**src/sorted_key_value_table_top_macros.svh**
```systemverilog
// Assertion macros for the sorted key/value table.
// Define NO_ASSERTIONS to compile them away; users need clk and rst_n in scope.
`ifndef SORTED_KEY_VALUE_TABLE_TOP_MACROS_SVH
`define SORTED_KEY_VALUE_TABLE_TOP_MACROS_SVH
`ifndef NO_ASSERTIONS
// Same-cycle implication, checked out of reset.
`define SKVT_ASSERT_NOW(lbl, ant, cons) \
  lbl: assert property (@(posedge clk) disable iff (!rst_n) (ant) |-> (cons)) \
    else $error("skvt assertion failed");
// Next-cycle implication, checked out of reset.
`define SKVT_ASSERT_NEXT(lbl, ant, cons) \
  lbl: assert property (@(posedge clk) disable iff (!rst_n) (ant) |=> (cons)) \
    else $error("skvt assertion failed");
`else
`define SKVT_ASSERT_NOW(lbl, ant, cons)
`define SKVT_ASSERT_NEXT(lbl, ant, cons)
`endif
`endif

```
**src/skvt_pkg.sv**
```systemverilog
// Shared types and constants for the sorted key/value table.
// No dependencies.
`timescale 1ns / 1ps
package skvt_pkg;
  localparam int CAPACITY = 64;
  localparam int IDX_W    = 6;   // address bits for CAPACITY slots
  localparam int CNT_W    = 7;   // count 0..CAPACITY
  localparam int KEY_W    = 32;
  localparam int VAL_W    = 32;
  localparam int OP_W     = 3;

  localparam logic [OP_W-1:0] OP_INSERT = 3'd0;
  localparam logic [OP_W-1:0] OP_REMOVE = 3'd1;
  localparam logic [OP_W-1:0] OP_FIND   = 3'd2;
  localparam logic [OP_W-1:0] OP_SIZE   = 3'd3;
  localparam logic [OP_W-1:0] OP_CLEAR  = 3'd4;

  typedef struct packed {
    logic             del;
    logic [KEY_W-1:0] key;
    logic [VAL_W-1:0] val;
  } skvt_entry_t;

  localparam int ENTRY_W = $bits(skvt_entry_t);
endpackage

```
**src/skvt_ram.sv**
```systemverilog
// Simple dual-port RAM: one write port, one read port with registered data.
// No dependencies.
`timescale 1ns / 1ps
module skvt_ram #(
  parameter int WIDTH = 65,
  parameter int DEPTH = 64
) (
  input  logic                     clk,
  input  logic                     we,
  input  logic [$clog2(DEPTH)-1:0] waddr,
  input  logic [WIDTH-1:0]         wdata,
  input  logic                     re,
  input  logic [$clog2(DEPTH)-1:0] raddr,
  output logic [WIDTH-1:0]         rdata
);
  logic [WIDTH-1:0] mem [DEPTH];

  always_ff @(posedge clk) begin
    if (we) begin
      mem[waddr] <= wdata;
    end
    if (re) begin
      rdata <= mem[raddr];
    end
  end
endmodule

```
**src/sorted_key_value_table_top.sv**
```systemverilog
// Sorted key/value table: top level with the operation sequencer.
// Depends on skvt_pkg, skvt_ram and sorted_key_value_table_top_macros.svh.
//
// Usage:
//  - Input channel (in_valid / in_stall): one beat carries op, key and
//    data_value. in_stall is high while an operation is in progress or a
//    result beat still waits on the output, so one operation runs at a time.
//  - Output channel (out_valid / out_stall): exactly one result beat per
//    input beat, in order. The result register holds while out_stall is high.
//  - Slots are reached through the single read port and single write port
//    of the RAM. Each binary-search probe passes an address state and a
//    compare state, up to 7 probes over 64 slots. Insert adds a slot check
//    and, on a miss, a shift of the later slots. A full table with deleted
//    slots is compacted first and searched again. Size compacts when there
//    is garbage. Clear, size without garbage and unknown ops go straight to
//    the done state.
//  - The worst case is a full compaction, a re-search and a shift; the shift
//    and compaction sweeps over the RAM port set it. The next beat can be
//    accepted in the cycle after the result beat is taken.
//  - Reset clears the used count, the garbage flag and the handshake state;
//    slot contents are not cleared and are never read before being written.
`timescale 1ns / 1ps
`include "sorted_key_value_table_top_macros.svh"
module sorted_key_value_table_top
  import skvt_pkg::*;
(
  input  logic                    clk,
  input  logic                    rst_n,
  input  logic                    in_valid,
  output logic                    in_stall,
  input  logic [OP_W-1:0]         in_op,
  input  logic signed [KEY_W-1:0] in_key,
  input  logic [VAL_W-1:0]        in_data_value,
  output logic                    out_valid,
  input  logic                    out_stall,
  output logic                    out_found,
  output logic [VAL_W-1:0]        out_read_value,
  output logic [CNT_W-1:0]        out_entry_total,
  output logic                    out_status
);

  typedef enum logic [3:0] {
    S_IDLE, S_SRCH, S_CMP, S_DECIDE, S_CHK, S_SHIFT, S_COMPACT, S_DONE
  } state_t;

  state_t state_r, state_nxt;

  // Operation beat, held for the whole operation.
  logic [OP_W-1:0]  op_r, op_nxt;
  logic [KEY_W-1:0] key_r, key_nxt;
  logic [VAL_W-1:0] val_r, val_nxt;

  // Table bookkeeping.
  logic [CNT_W-1:0] used_r, used_nxt;
  logic             garb_r, garb_nxt;

  // Binary search.
  logic signed [CNT_W:0] lo_r, lo_nxt, hi_r, hi_nxt;
  logic [IDX_W-1:0]      mid_r, mid_nxt;
  logic [CNT_W-1:0]      pos_r, pos_nxt;
  logic                  hit_r, hit_nxt;
  skvt_entry_t           ent_r, ent_nxt;

  // Shift and compaction sweeps.
  logic [CNT_W-1:0] j_r, j_nxt;
  logic [CNT_W-1:0] w_r, w_nxt;
  logic             pend_r, pend_nxt;

  // Result register.
  logic             out_valid_r, out_valid_nxt;
  logic             found_r, found_nxt;
  logic [VAL_W-1:0] rv_r, rv_nxt;
  logic [CNT_W-1:0] total_r, total_nxt;
  logic             status_r, status_nxt;

  // RAM port.
  logic             we, re;
  logic [IDX_W-1:0] waddr, raddr;
  skvt_entry_t      wdata, rdata;

  logic [CNT_W:0]   lh_sum;
  logic [CNT_W-1:0] pos_m1;

  skvt_ram #(
    .WIDTH (ENTRY_W),
    .DEPTH (CAPACITY)
  ) u_ram (
    .clk   (clk),
    .we    (we),
    .waddr (waddr),
    .wdata (wdata),
    .re    (re),
    .raddr (raddr),
    .rdata (rdata)
  );

  assign in_stall        = (state_r != S_IDLE) || out_valid_r;
  assign out_valid       = out_valid_r;
  assign out_found       = found_r;
  assign out_read_value  = rv_r;
  assign out_entry_total = total_r;
  assign out_status      = status_r;

  assign lh_sum = lo_r + hi_r;
  assign pos_m1 = j_r - 7'd1;

  always_comb begin
    logic place;
    place         = 1'b0;
    state_nxt     = state_r;
    op_nxt        = op_r;
    key_nxt       = key_r;
    val_nxt       = val_r;
    used_nxt      = used_r;
    garb_nxt      = garb_r;
    lo_nxt        = lo_r;
    hi_nxt        = hi_r;
    mid_nxt       = mid_r;
    pos_nxt       = pos_r;
    hit_nxt       = hit_r;
    ent_nxt       = ent_r;
    j_nxt         = j_r;
    w_nxt         = w_r;
    pend_nxt      = pend_r;
    out_valid_nxt = out_valid_r;
    found_nxt     = found_r;
    rv_nxt        = rv_r;
    total_nxt     = total_r;
    status_nxt    = status_r;
    we            = 1'b0;
    waddr         = pos_r[IDX_W-1:0];
    wdata         = '{del: 1'b0, key: key_r, val: val_r};
    re            = 1'b0;
    raddr         = pos_r[IDX_W-1:0];

    // Drop the result once it is taken.
    if (out_valid_r && !out_stall) begin
      out_valid_nxt = 1'b0;
    end

    case (state_r)
      S_IDLE: begin
        if (in_valid && !in_stall) begin
          op_nxt     = in_op;
          key_nxt    = in_key;
          val_nxt    = in_data_value;
          found_nxt  = 1'b0;
          rv_nxt     = '0;
          status_nxt = 1'b0;
          hit_nxt    = 1'b0;
          lo_nxt     = '0;
          hi_nxt     = $signed({1'b0, used_r}) - 8'sd1;
          case (in_op)
            OP_INSERT, OP_REMOVE, OP_FIND: state_nxt = S_SRCH;
            OP_SIZE: begin
              if (garb_r) begin
                j_nxt     = '0;
                w_nxt     = '0;
                pend_nxt  = 1'b0;
                state_nxt = S_COMPACT;
              end else begin
                state_nxt = S_DONE;
              end
            end
            OP_CLEAR: begin
              used_nxt  = '0;
              garb_nxt  = 1'b0;
              state_nxt = S_DONE;
            end
            default: state_nxt = S_DONE;
          endcase
        end
      end
      S_SRCH: begin
        if (lo_r <= hi_r) begin
          re        = 1'b1;
          raddr     = lh_sum[IDX_W:1];
          mid_nxt   = lh_sum[IDX_W:1];
          state_nxt = S_CMP;
        end else begin
          pos_nxt   = lo_r[CNT_W-1:0];
          hit_nxt   = 1'b0;
          state_nxt = S_DECIDE;
        end
      end
      S_CMP: begin
        if ($signed(rdata.key) < $signed(key_r)) begin
          lo_nxt    = $signed({2'b00, mid_r}) + 8'sd1;
          state_nxt = S_SRCH;
        end else if ($signed(rdata.key) > $signed(key_r)) begin
          hi_nxt    = $signed({2'b00, mid_r}) - 8'sd1;
          state_nxt = S_SRCH;
        end else begin
          hit_nxt   = 1'b1;
          pos_nxt   = {1'b0, mid_r};
          ent_nxt   = rdata;
          state_nxt = S_DECIDE;
        end
      end
      S_DECIDE: begin
        state_nxt = S_DONE;
        case (op_r)
          OP_INSERT: begin
            if (hit_r) begin
              we = 1'b1;  // overwrite value, revive if deleted
            end else if (pos_r < used_r) begin
              re        = 1'b1;
              state_nxt = S_CHK;
            end else begin
              place = 1'b1;
            end
          end
          OP_REMOVE: begin
            if (hit_r && !ent_r.del) begin
              we       = 1'b1;
              wdata    = '{del: 1'b1, key: ent_r.key, val: ent_r.val};
              garb_nxt = 1'b1;
            end
          end
          OP_FIND: begin
            if (hit_r && !ent_r.del) begin
              found_nxt = 1'b1;
              rv_nxt    = ent_r.val;
            end
          end
          default: ;
        endcase
      end
      S_CHK: begin
        if (rdata.del) begin
          we        = 1'b1;  // reuse the deleted slot at the insertion point
          state_nxt = S_DONE;
        end else begin
          place = 1'b1;
        end
      end
      S_SHIFT: begin
        // Move slot j-1 up to j, top down; write the new entry last.
        if (pend_r) begin
          we    = 1'b1;
          waddr = w_r[IDX_W-1:0];
          wdata = rdata;
        end
        if (j_r > pos_r) begin
          re       = 1'b1;
          raddr    = pos_m1[IDX_W-1:0];
          pend_nxt = 1'b1;
          w_nxt    = j_r;
          j_nxt    = pos_m1;
        end else begin
          pend_nxt = 1'b0;
          if (!pend_r) begin
            we        = 1'b1;
            used_nxt  = used_r + 7'd1;
            state_nxt = S_DONE;
          end
        end
      end
      S_COMPACT: begin
        // Read slot j, next cycle keep it at w if live.
        if (pend_r && !rdata.del) begin
          we    = 1'b1;
          waddr = w_r[IDX_W-1:0];
          wdata = rdata;
          w_nxt = w_r + 7'd1;
        end
        if (j_r < used_r) begin
          re       = 1'b1;
          raddr    = j_r[IDX_W-1:0];
          pend_nxt = 1'b1;
          j_nxt    = j_r + 7'd1;
        end else begin
          pend_nxt = 1'b0;
          if (!pend_r) begin
            used_nxt = w_r;
            garb_nxt = 1'b0;
            if (op_r == OP_INSERT) begin
              lo_nxt    = '0;
              hi_nxt    = $signed({1'b0, w_r}) - 8'sd1;
              state_nxt = S_SRCH;
            end else begin
              state_nxt = S_DONE;
            end
          end
        end
      end
      S_DONE: begin
        out_valid_nxt = 1'b1;
        total_nxt     = used_r;
        state_nxt     = S_IDLE;
      end
      default: state_nxt = S_IDLE;
    endcase

    // Insert miss with no reusable slot: compact, shift in, or reject.
    if (place) begin
      if (garb_r && (used_r >= 7'(CAPACITY))) begin
        j_nxt     = '0;
        w_nxt     = '0;
        pend_nxt  = 1'b0;
        state_nxt = S_COMPACT;
      end else if (used_r < 7'(CAPACITY)) begin
        j_nxt     = used_r;
        pend_nxt  = 1'b0;
        state_nxt = S_SHIFT;
      end else begin
        status_nxt = 1'b1;
        state_nxt  = S_DONE;
      end
    end
  end

  always_ff @(posedge clk) begin
    if (!rst_n) begin
      state_r     <= S_IDLE;
      used_r      <= '0;
      garb_r      <= 1'b0;
      pend_r      <= 1'b0;
      out_valid_r <= 1'b0;
    end else begin
      state_r     <= state_nxt;
      used_r      <= used_nxt;
      garb_r      <= garb_nxt;
      pend_r      <= pend_nxt;
      out_valid_r <= out_valid_nxt;
    end
    op_r     <= op_nxt;
    key_r    <= key_nxt;
    val_r    <= val_nxt;
    lo_r     <= lo_nxt;
    hi_r     <= hi_nxt;
    mid_r    <= mid_nxt;
    pos_r    <= pos_nxt;
    hit_r    <= hit_nxt;
    ent_r    <= ent_nxt;
    j_r      <= j_nxt;
    w_r      <= w_nxt;
    found_r  <= found_nxt;
    rv_r     <= rv_nxt;
    total_r  <= total_nxt;
    status_r <= status_nxt;
  end

  `SKVT_ASSERT_NOW(a_used_bound, 1'b1, used_r <= 7'(CAPACITY))
  `SKVT_ASSERT_NOW(a_result_idle, out_valid_r, state_r == S_IDLE)
  `SKVT_ASSERT_NOW(a_port_clash, we && re, waddr != raddr)
  `SKVT_ASSERT_NOW(a_status_insert, out_valid_r && status_r, op_r == OP_INSERT)
  `SKVT_ASSERT_NEXT(a_clear_empties, state_r == S_IDLE && in_valid && !in_stall &&
                    in_op == OP_CLEAR, used_r == 7'd0 && !garb_r)

endmodule

```
**config.mk**
```make
export PLATFORM = sky130hd
export DESIGN_NAME = sorted_key_value_table_top
export DESIGN_NICKNAME = d
export VERILOG_FILES = /design/src/skvt_pkg.sv /design/src/skvt_ram.sv /design/src/sorted_key_value_table_top.sv
export VERILOG_INCLUDE_DIRS = /design/src /design/src/src
export SDC_FILE = /design/constraint.sdc
export NUM_CORES = 2
export LEC_CHECK = 0
export ABC_AREA = 0
export BUFFER_PORTS_ARGS = -buffer_cell sky130_fd_sc_hd__buf_2
export CORE_MARGIN = 2
export CORE_UTILIZATION = 40
export CTS_BUF_LIST = sky130_fd_sc_hd__clkbuf_8
export DETAILED_ROUTE_END_ITERATION = 8
export HOLD_SLACK_MARGIN = 0.08
export SETUP_SLACK_MARGIN = 0.4
export SLEW_MARGIN = 30
export SYNTH_ARGS = -nofsm -noshare
export SYNTH_HDL_FRONTEND = slang
export SYNTH_HIERARCHICAL = 1
export SYNTH_MEMORY_MAX_BITS = 65536
export SYNTH_SLANG_ARGS = --single-unit
```
**constraint.sdc**
```tcl
create_clock -name clk -period 17.2 [get_ports clk]
set_clock_uncertainty 0.2 [all_clocks]
set_input_delay 3.44 -clock clk [delete_from_list [all_inputs] [get_ports clk]]
set_output_delay 3.44 -clock clk [all_outputs]
set_load 0.02 [all_outputs]
```
==> Yosys cells after proc, flatten, opt, wreduce, memory -nomap -nowiden <==
Memories as Yosys holds them, arrays and structs flattened. A register that Yosys moved wholly into a read port is not among the register bits.
Index checks and enable logic that the tools add are counted.
{ "word_totals": {"wordCells": 236, "ramBits": 4160, "output_inout_bits": 43, "romBits": 0, "latchBits": 0, "regBits": 231, "input_bits": 71, "memories": 1} }
{ "memory_table": {"columns": ["memory", "depth", "word_bits", "read_ports", "rd_clocked_by_memory_dff", "wr", "line", "source"], "rows": [
  ["u_ram.mem", 64, 65, 1, 1, 1, "skvt_ram.sv:16", "logic [WIDTH-1:0] mem [DEPTH];"]
]} }
{ "op_classes": {"n_reduce_logical": 33, "mux": 127, "add_sub_neg": 9, "n_div": 0, "n_shift": 0, "mul": 0, "n_eq_ne": 34, "n_bitwise": 2, "n_lt_le_gt_ge": 8} }
{ "op_table": {"columns": ["op", "count"], "rows": [
  ["$mux W65", 4],
  ["$pmux W65 S3", 1],
  ["$mux W7", 24],
  ["$mux W32", 3],
  ["$mux W8", 11],
  ["$pmux W32 S2", 1],
  ["$pmux W7 S3", 3],
  ["$pmux W8 S3", 2],
  ["$mux W1", 45],
  ["$gt A32 B32 Y1", 1],
  ["$lt A32 B32 Y1", 1],
  ["$mux W6", 5],
  ["$mux W4", 7],
  ["$pmux W4 S7", 1],
  ["$ne A2 B2 Y1 const B", 13],
  ["$add A7 B1 Y7 const B", 3],
  ["$reduce_and A7 Y1", 3],
  ["$pmux W6 S3", 1],
  ["$eq A4 B3 Y1 const B", 4],
  ["$sub A7 B1 Y8 const B", 2],
  ["$ne A3 B3 Y1 const B", 5],
  ["$lt A7 B7 Y1", 2],
  ["$mux W2", 7],
  ["$pmux W7 S2", 1],
  ["36 further kinds", 63]
]} }

==> Longest topological paths before layout <==
{ "logic_depth": {"depth_word": 9, "depth_mapped": 19, "mapped_depth_nobuf": 15} }

==> By module <==
Netlist, hierarchy kept.
{ "modules_own_cells": {"columns": ["mod", "seq_area_each_um2", "instances", "area_per_inst_um2", "cells_each"], "rows": [
  ["skvt_ram", 126871.7, 1, 159899.6, 6896],
  ["sorted_key_value_table_top", 6596.3, 1, 12060.3, 1142]
]} }

==> Least setup slack after synthesis <==
Ideal clock, no wire load.
{ "synth_timing": {"path_type": "register to register", "startpoint": "register state_r[1]", "endpoint": "memory u_ram.mem[48][0], enable pin", "synth_period_minus_slack_ns": 7.526, "path_slack_ns": 9.674, "t_required_ns": 16.432, "arrival_time_ns": 6.758, "path_buffers": 5, "path_stages_with_launch": 13, "setup_ns": 0.568, "cell_sequence": "dfxtp_1 > nor2b_1 > buf_2 > nand2_1 > o21ai_1 > and2_1 > clkbuf_1 > buf_2 > clkbuf_1 > o21ai_0 > clkbuf_1 > or3_1 > nor3_1"} }
{ "synth_via": {"elab_cells_between_ends": 8, "cone_classes": "eq/ne: 4; mux: 4"} }
{ "synth_lines": {"columns": ["item", "line", "source"], "rows": [
  ["start, declared", "sorted_key_value_table_top.sv:46", "state_t state_r, state_nxt;"],
  ["start signal, assigned", "sorted_key_value_table_top.sv:321", "state_r <= state_nxt;"],
  ["$eq A4 B3 Y1", "sorted_key_value_table_top.sv:141", "case (state_r)"],
  ["$pmux W6 S2 *", "sorted_key_value_table_top.sv:141", null],
  ["net waddr[2]", "sorted_key_value_table_top.sv:78", "logic [IDX_W-1:0] waddr, raddr;"],
  ["end, declared", "skvt_ram.sv:16", null]
]} }
Mark *: on every way through the listed nets, which the timed path passes. The rest lies on a longest branch.

==> Worst setup path in the final report <==
{ "layout_timing": {"startpoint": "register lo_r[3]", "endpoint": "register u_ram.rdata[26], read port of u_ram.mem, data pin"} }
{ "layout_via": {"elab_chain_len": 3, "elab_cells_between_ends": 6, "cone_classes": "add/sub: 1; order compare: 1; mux: 4"} }
{ "layout_rtl": {"columns": ["item", "line", "source"], "rows": [
  ["start, declared", "sorted_key_value_table_top.sv:58", "logic signed [CNT_W:0] lo_r, lo_nxt, hi_r, hi_nxt;"],
  ["start signal, assigned", "sorted_key_value_table_top.sv:330", "lo_r <= lo_nxt;"],
  ["$le A8 B8 Y1", "sorted_key_value_table_top.sv:175", "if (lo_r <= hi_r) begin"],
  ["$mux W6", "sorted_key_value_table_top.sv:175", null],
  ["$pmux W6 S3", "sorted_key_value_table_top.sv:141", null],
  ["net raddr[0]", "sorted_key_value_table_top.sv:78", null],
  ["end, declared", "skvt_ram.sv:14", "output logic [WIDTH-1:0] rdata"]
]} }
The timed path passes the listed nets, and every way through them passes these cells.
A chain may end at the register's enable or synchronous reset.

==> summary.txt <==
Detailed routing
  • Total number of vias: roughly 90,000
  • DRT Pass-1 Iters: 6
  • Initial DRC count: approximately 14,000
  • Remaining DRCs: 0
  • Drt via density: approximately 6
  • Drt total wl: between 500 and 600 mm
  • DR WL/cell: about 34 um
  • Routed Antenna Nets: 0

Final layout
  • Area Overhead vs Synth: 12.4%
  • Most frequent cells in the layout: edfxtp_1 (4,426), mux4_2 (1,040), clkbuf_8 (701)
  • Commonest non-fill, non-tap cell in the layout: edfxtp_1
  • Final non-filler cell total: 14,928
  • Final net count: approximately 9,000
  • Share of layout cells above drive strength 1: 0.263
  • Multi-input logic area: approximately 0.037 mm2
  • Register Area: around 0.13 mm2
  • Filler cells: roughly 36,000

Place
  • # port buffers: roughly 110
  • Placed cells: 13,677
  • Hpwl dp: around 260 mm
  • Routability cong.: between 0.8 and 0.9

Synth
  • Yosys top cell area share: 0.773
  • Syn. warnings: 6
  • Post-synthesis sequential area ratio: 0.776
  • Synth Cell Area: 0.172 mm2
  • Compound-cell area share of the yosys netlist: 0.0266
  • Post-Synth XOR/XNOR Area: 0.00143
  • Synth async-reset ratio: 0
  • Syn avg cell area: between 20 and 25 um2
  • Synth unique cells: 74
  • Post-synthesis adder-cell area fraction: 0.00528
  • EDFF count, synth: 4,426
  • Largest family of logic cells by synthesized area: multiplexers
  • Flip-flop and latch count after synthesis: between 4,000 and 5,000
  • Syn Nets: about 8,000
  • Post-Synth Simple-Gate Area: 0.0309
  • Top FF cell, synth: edfxtp_1
  • Post-synthesis mux area share: 0.144
  • Dominant cell type by area after synthesis: edfxtp_1
  • Ranking of synthesized cells by area: edfxtp_1 (77%), mux4_2 (14%), a22oi_1 (0.86%)
  • Mapped Cells: 8,038

Power
  • P_leak: around 0.061 uW
  • Power per cell area: 175 mW/mm2
  • VDD IR max: around 0.18 mV
  • Total Power: roughly 34,000 uW

Die
  • Core area: between 0.4 and 0.5 mm2
  • Die ar.: 0.435 mm2
  • # IOs: 114
  • # rows: 240
  • Die width: 660 um
  • Die Y-Extent: approximately 660 um
  • Initial core utilization: 0.402

Global route
  • First-pass GRT wire length: a little over 700 mm
  • GRT overflow: 0
  • Vias in the first global route: approximately 89,000
  • Antenna violations before repair: 20
  • GRT Total Usage: 0.231
  • Largest net degree at the start of global routing: ~120

Clock network
  • Num CTS Buffers: 686
  • Clock buffer depth: 4
  • Postcts setup bufs: 0
  • # hold bufs at CTS: 0
  • Post-CTS sizing: 0
  • Clock slew at reported path FFs: 60 ps
  • CTS tree: done
  • CTS H-tree depth: 6
  • Clk_lat worst skew: roughly 1200 ps
  • Root Driver: clkbuf_8
  • CTS Sinks: between 4,000 and 5,000

Setup path
  • WS Path Type: reg2reg
  • CP max-delay cell: buf_4
  • Setup crit end kind: flop
  • Worst Setup Start Kind: flop
  • Critical-path cell list: ha_1 > o21a_1 > o31ai_1 > a221oi_1 > o21ai_0 > o211ai_1 > o21ai_0 > o2111ai_4 > buf_4 > buf_4 > buf_4 > buf_12 > mux4_2 > a22oi_1 > nand3_1 > o21ai_0 > nor2_1
  • Worst path max stage delay: about 800 ps
  • Crit-path max FO: 95
  • Req. time, crit path: around 18,000 ps
  • CP arrival: 8330 ps

STA
  • Setup tns final: 0 ps
  • Slew HR: 0.271
  • Max Fclk: ~130 MHz
  • Final worst-path cycle share: 0.439
  • Least-Margin Pin Slew: roughly 1100 ps
  • RSZ-0062 raised after global routing: no
  • Slew Viols, Final: 0
  • Period minus WS final: roughly 7500 ps
  • Fin. Hold Viols: 0
  • Setup-failing EPs final: 0

Worst hold path
  • Worst Hold Class: reg2reg

Run status
  • Outcome: finished clean

Flow run
  • Max-cap violations: 0
==> layer usage <==
layer,track usage,vias up,routed length (um),part of all wire
met1,0.318,48293,196000,0.38
met5,0,-,46,0.000090
met3,0.0526,955,56300,0.11
met2,0.366,5596,240000,0.47
met4,0.0730,6,16800,0.033
li1,-,35154,-,-
==> power breakdown <==
group          total, uW  internal (uW)  switching (uW)
Combinational      12300           4870            7470
Clock               8110           3980            4140
Sequential         13300          13000             281
==> kinds of logic (layout without fill, tap and decap cells) <==
logic type               after synthesis  in the layout
XOR/XNOR                              28             28
AND/OR/NAND/NOR                     1115           1115
AO/OA/AOI/OAI                        646            646
buffers and inverters                542           1726
multiplexers                        1181           1181
adder cells (fa/ha/maj)               72             72
other                                  0             19
flip-flops                          4454           4454
==> synthesized netlist by cell type, types with 38 or more instances <==
cell type / number
buf_2: 182
and3_1: 58
o21ai_0: 89
nand2_1: 389
nand4_1: 101
mux4_2: 1040
mux2i_1: 139
edfxtp_1: 4426
inv_1: 90
ha_1: 71
o221ai_1: 38
nor2_1: 173
clkbuf_1: 190
nand3_1: 210
a22oi_1: 197
a21oi_1: 59
o22ai_1: 88
==> registers in the layout (all words and copies together) (netlist names), 6 cells and up <==
| register | flops |
|---|---|
| w_r | 7 |
| lo_r | 7 |
| used_r | 7 |
| u_ram/rdata | 65 |
| mid_r | 6 |
| out_entry_total | 7 |
| ent_r | 65 |
| pos_r | 7 |
| val_r | 32 |
| u_ram/mem | 4160 |
| out_read_value | 32 |
| hi_r | 8 |
| j_r | 7 |
| key_r | 32 |
==> final timing paths <==
check,from,endpoint,slack [ps],cells past startpoint
min reg2reg,out_status,out_status,270,2
min,out_status,out_status,270,2
max reg2reg,lo_r[3],u_ram/rdata[26],9650,17
max,lo_r[3],u_ram/rdata[26],9650,17
==> final cells by class <==
type | count | share of cell area
clock buffers | 701 | 0.0499
inverters | 90 | 0.00175
repair buffers | 409 | 0.0171
clock inverters | 526 | 0.0137
multi-input cells | 3042 | 0.190
flip-flops and latches | 4454 | 0.691
diodes | 19 | 0.000246
well taps | 5687 | 0.0368
==> worst max-delay path, delay by kind of cell (launching register included) <==
| kind | cells | cell delay, ps |
|---|---|---|
| buffers and inverters | 4 | 2770 |
| AO/OA/AOI/OAI | 9 | 2390 |
| multiplexers | 1 | 590 |
| adder cells (fa/ha/maj) | 1 | 420 |
| AND/OR/NAND/NOR | 2 | 210 |
| flip-flops | 1 | 450 |
==> per-stage QoR <==
stage          area [um2]  hold slack (ps)  utilization  setup WS, ps
2_1_floorplan      172000              227            -          9670
3_5_place_dp       181000              253        0.423          9530
6_report           193000              269        0.452          9650
5_1_grt            193000              281        0.452          9030
3_3_place_gp       180000              244        0.422          9540
4_1_cts            193000              263        0.451          9550
Note: power is estimated with default switching activity, not from simulation.
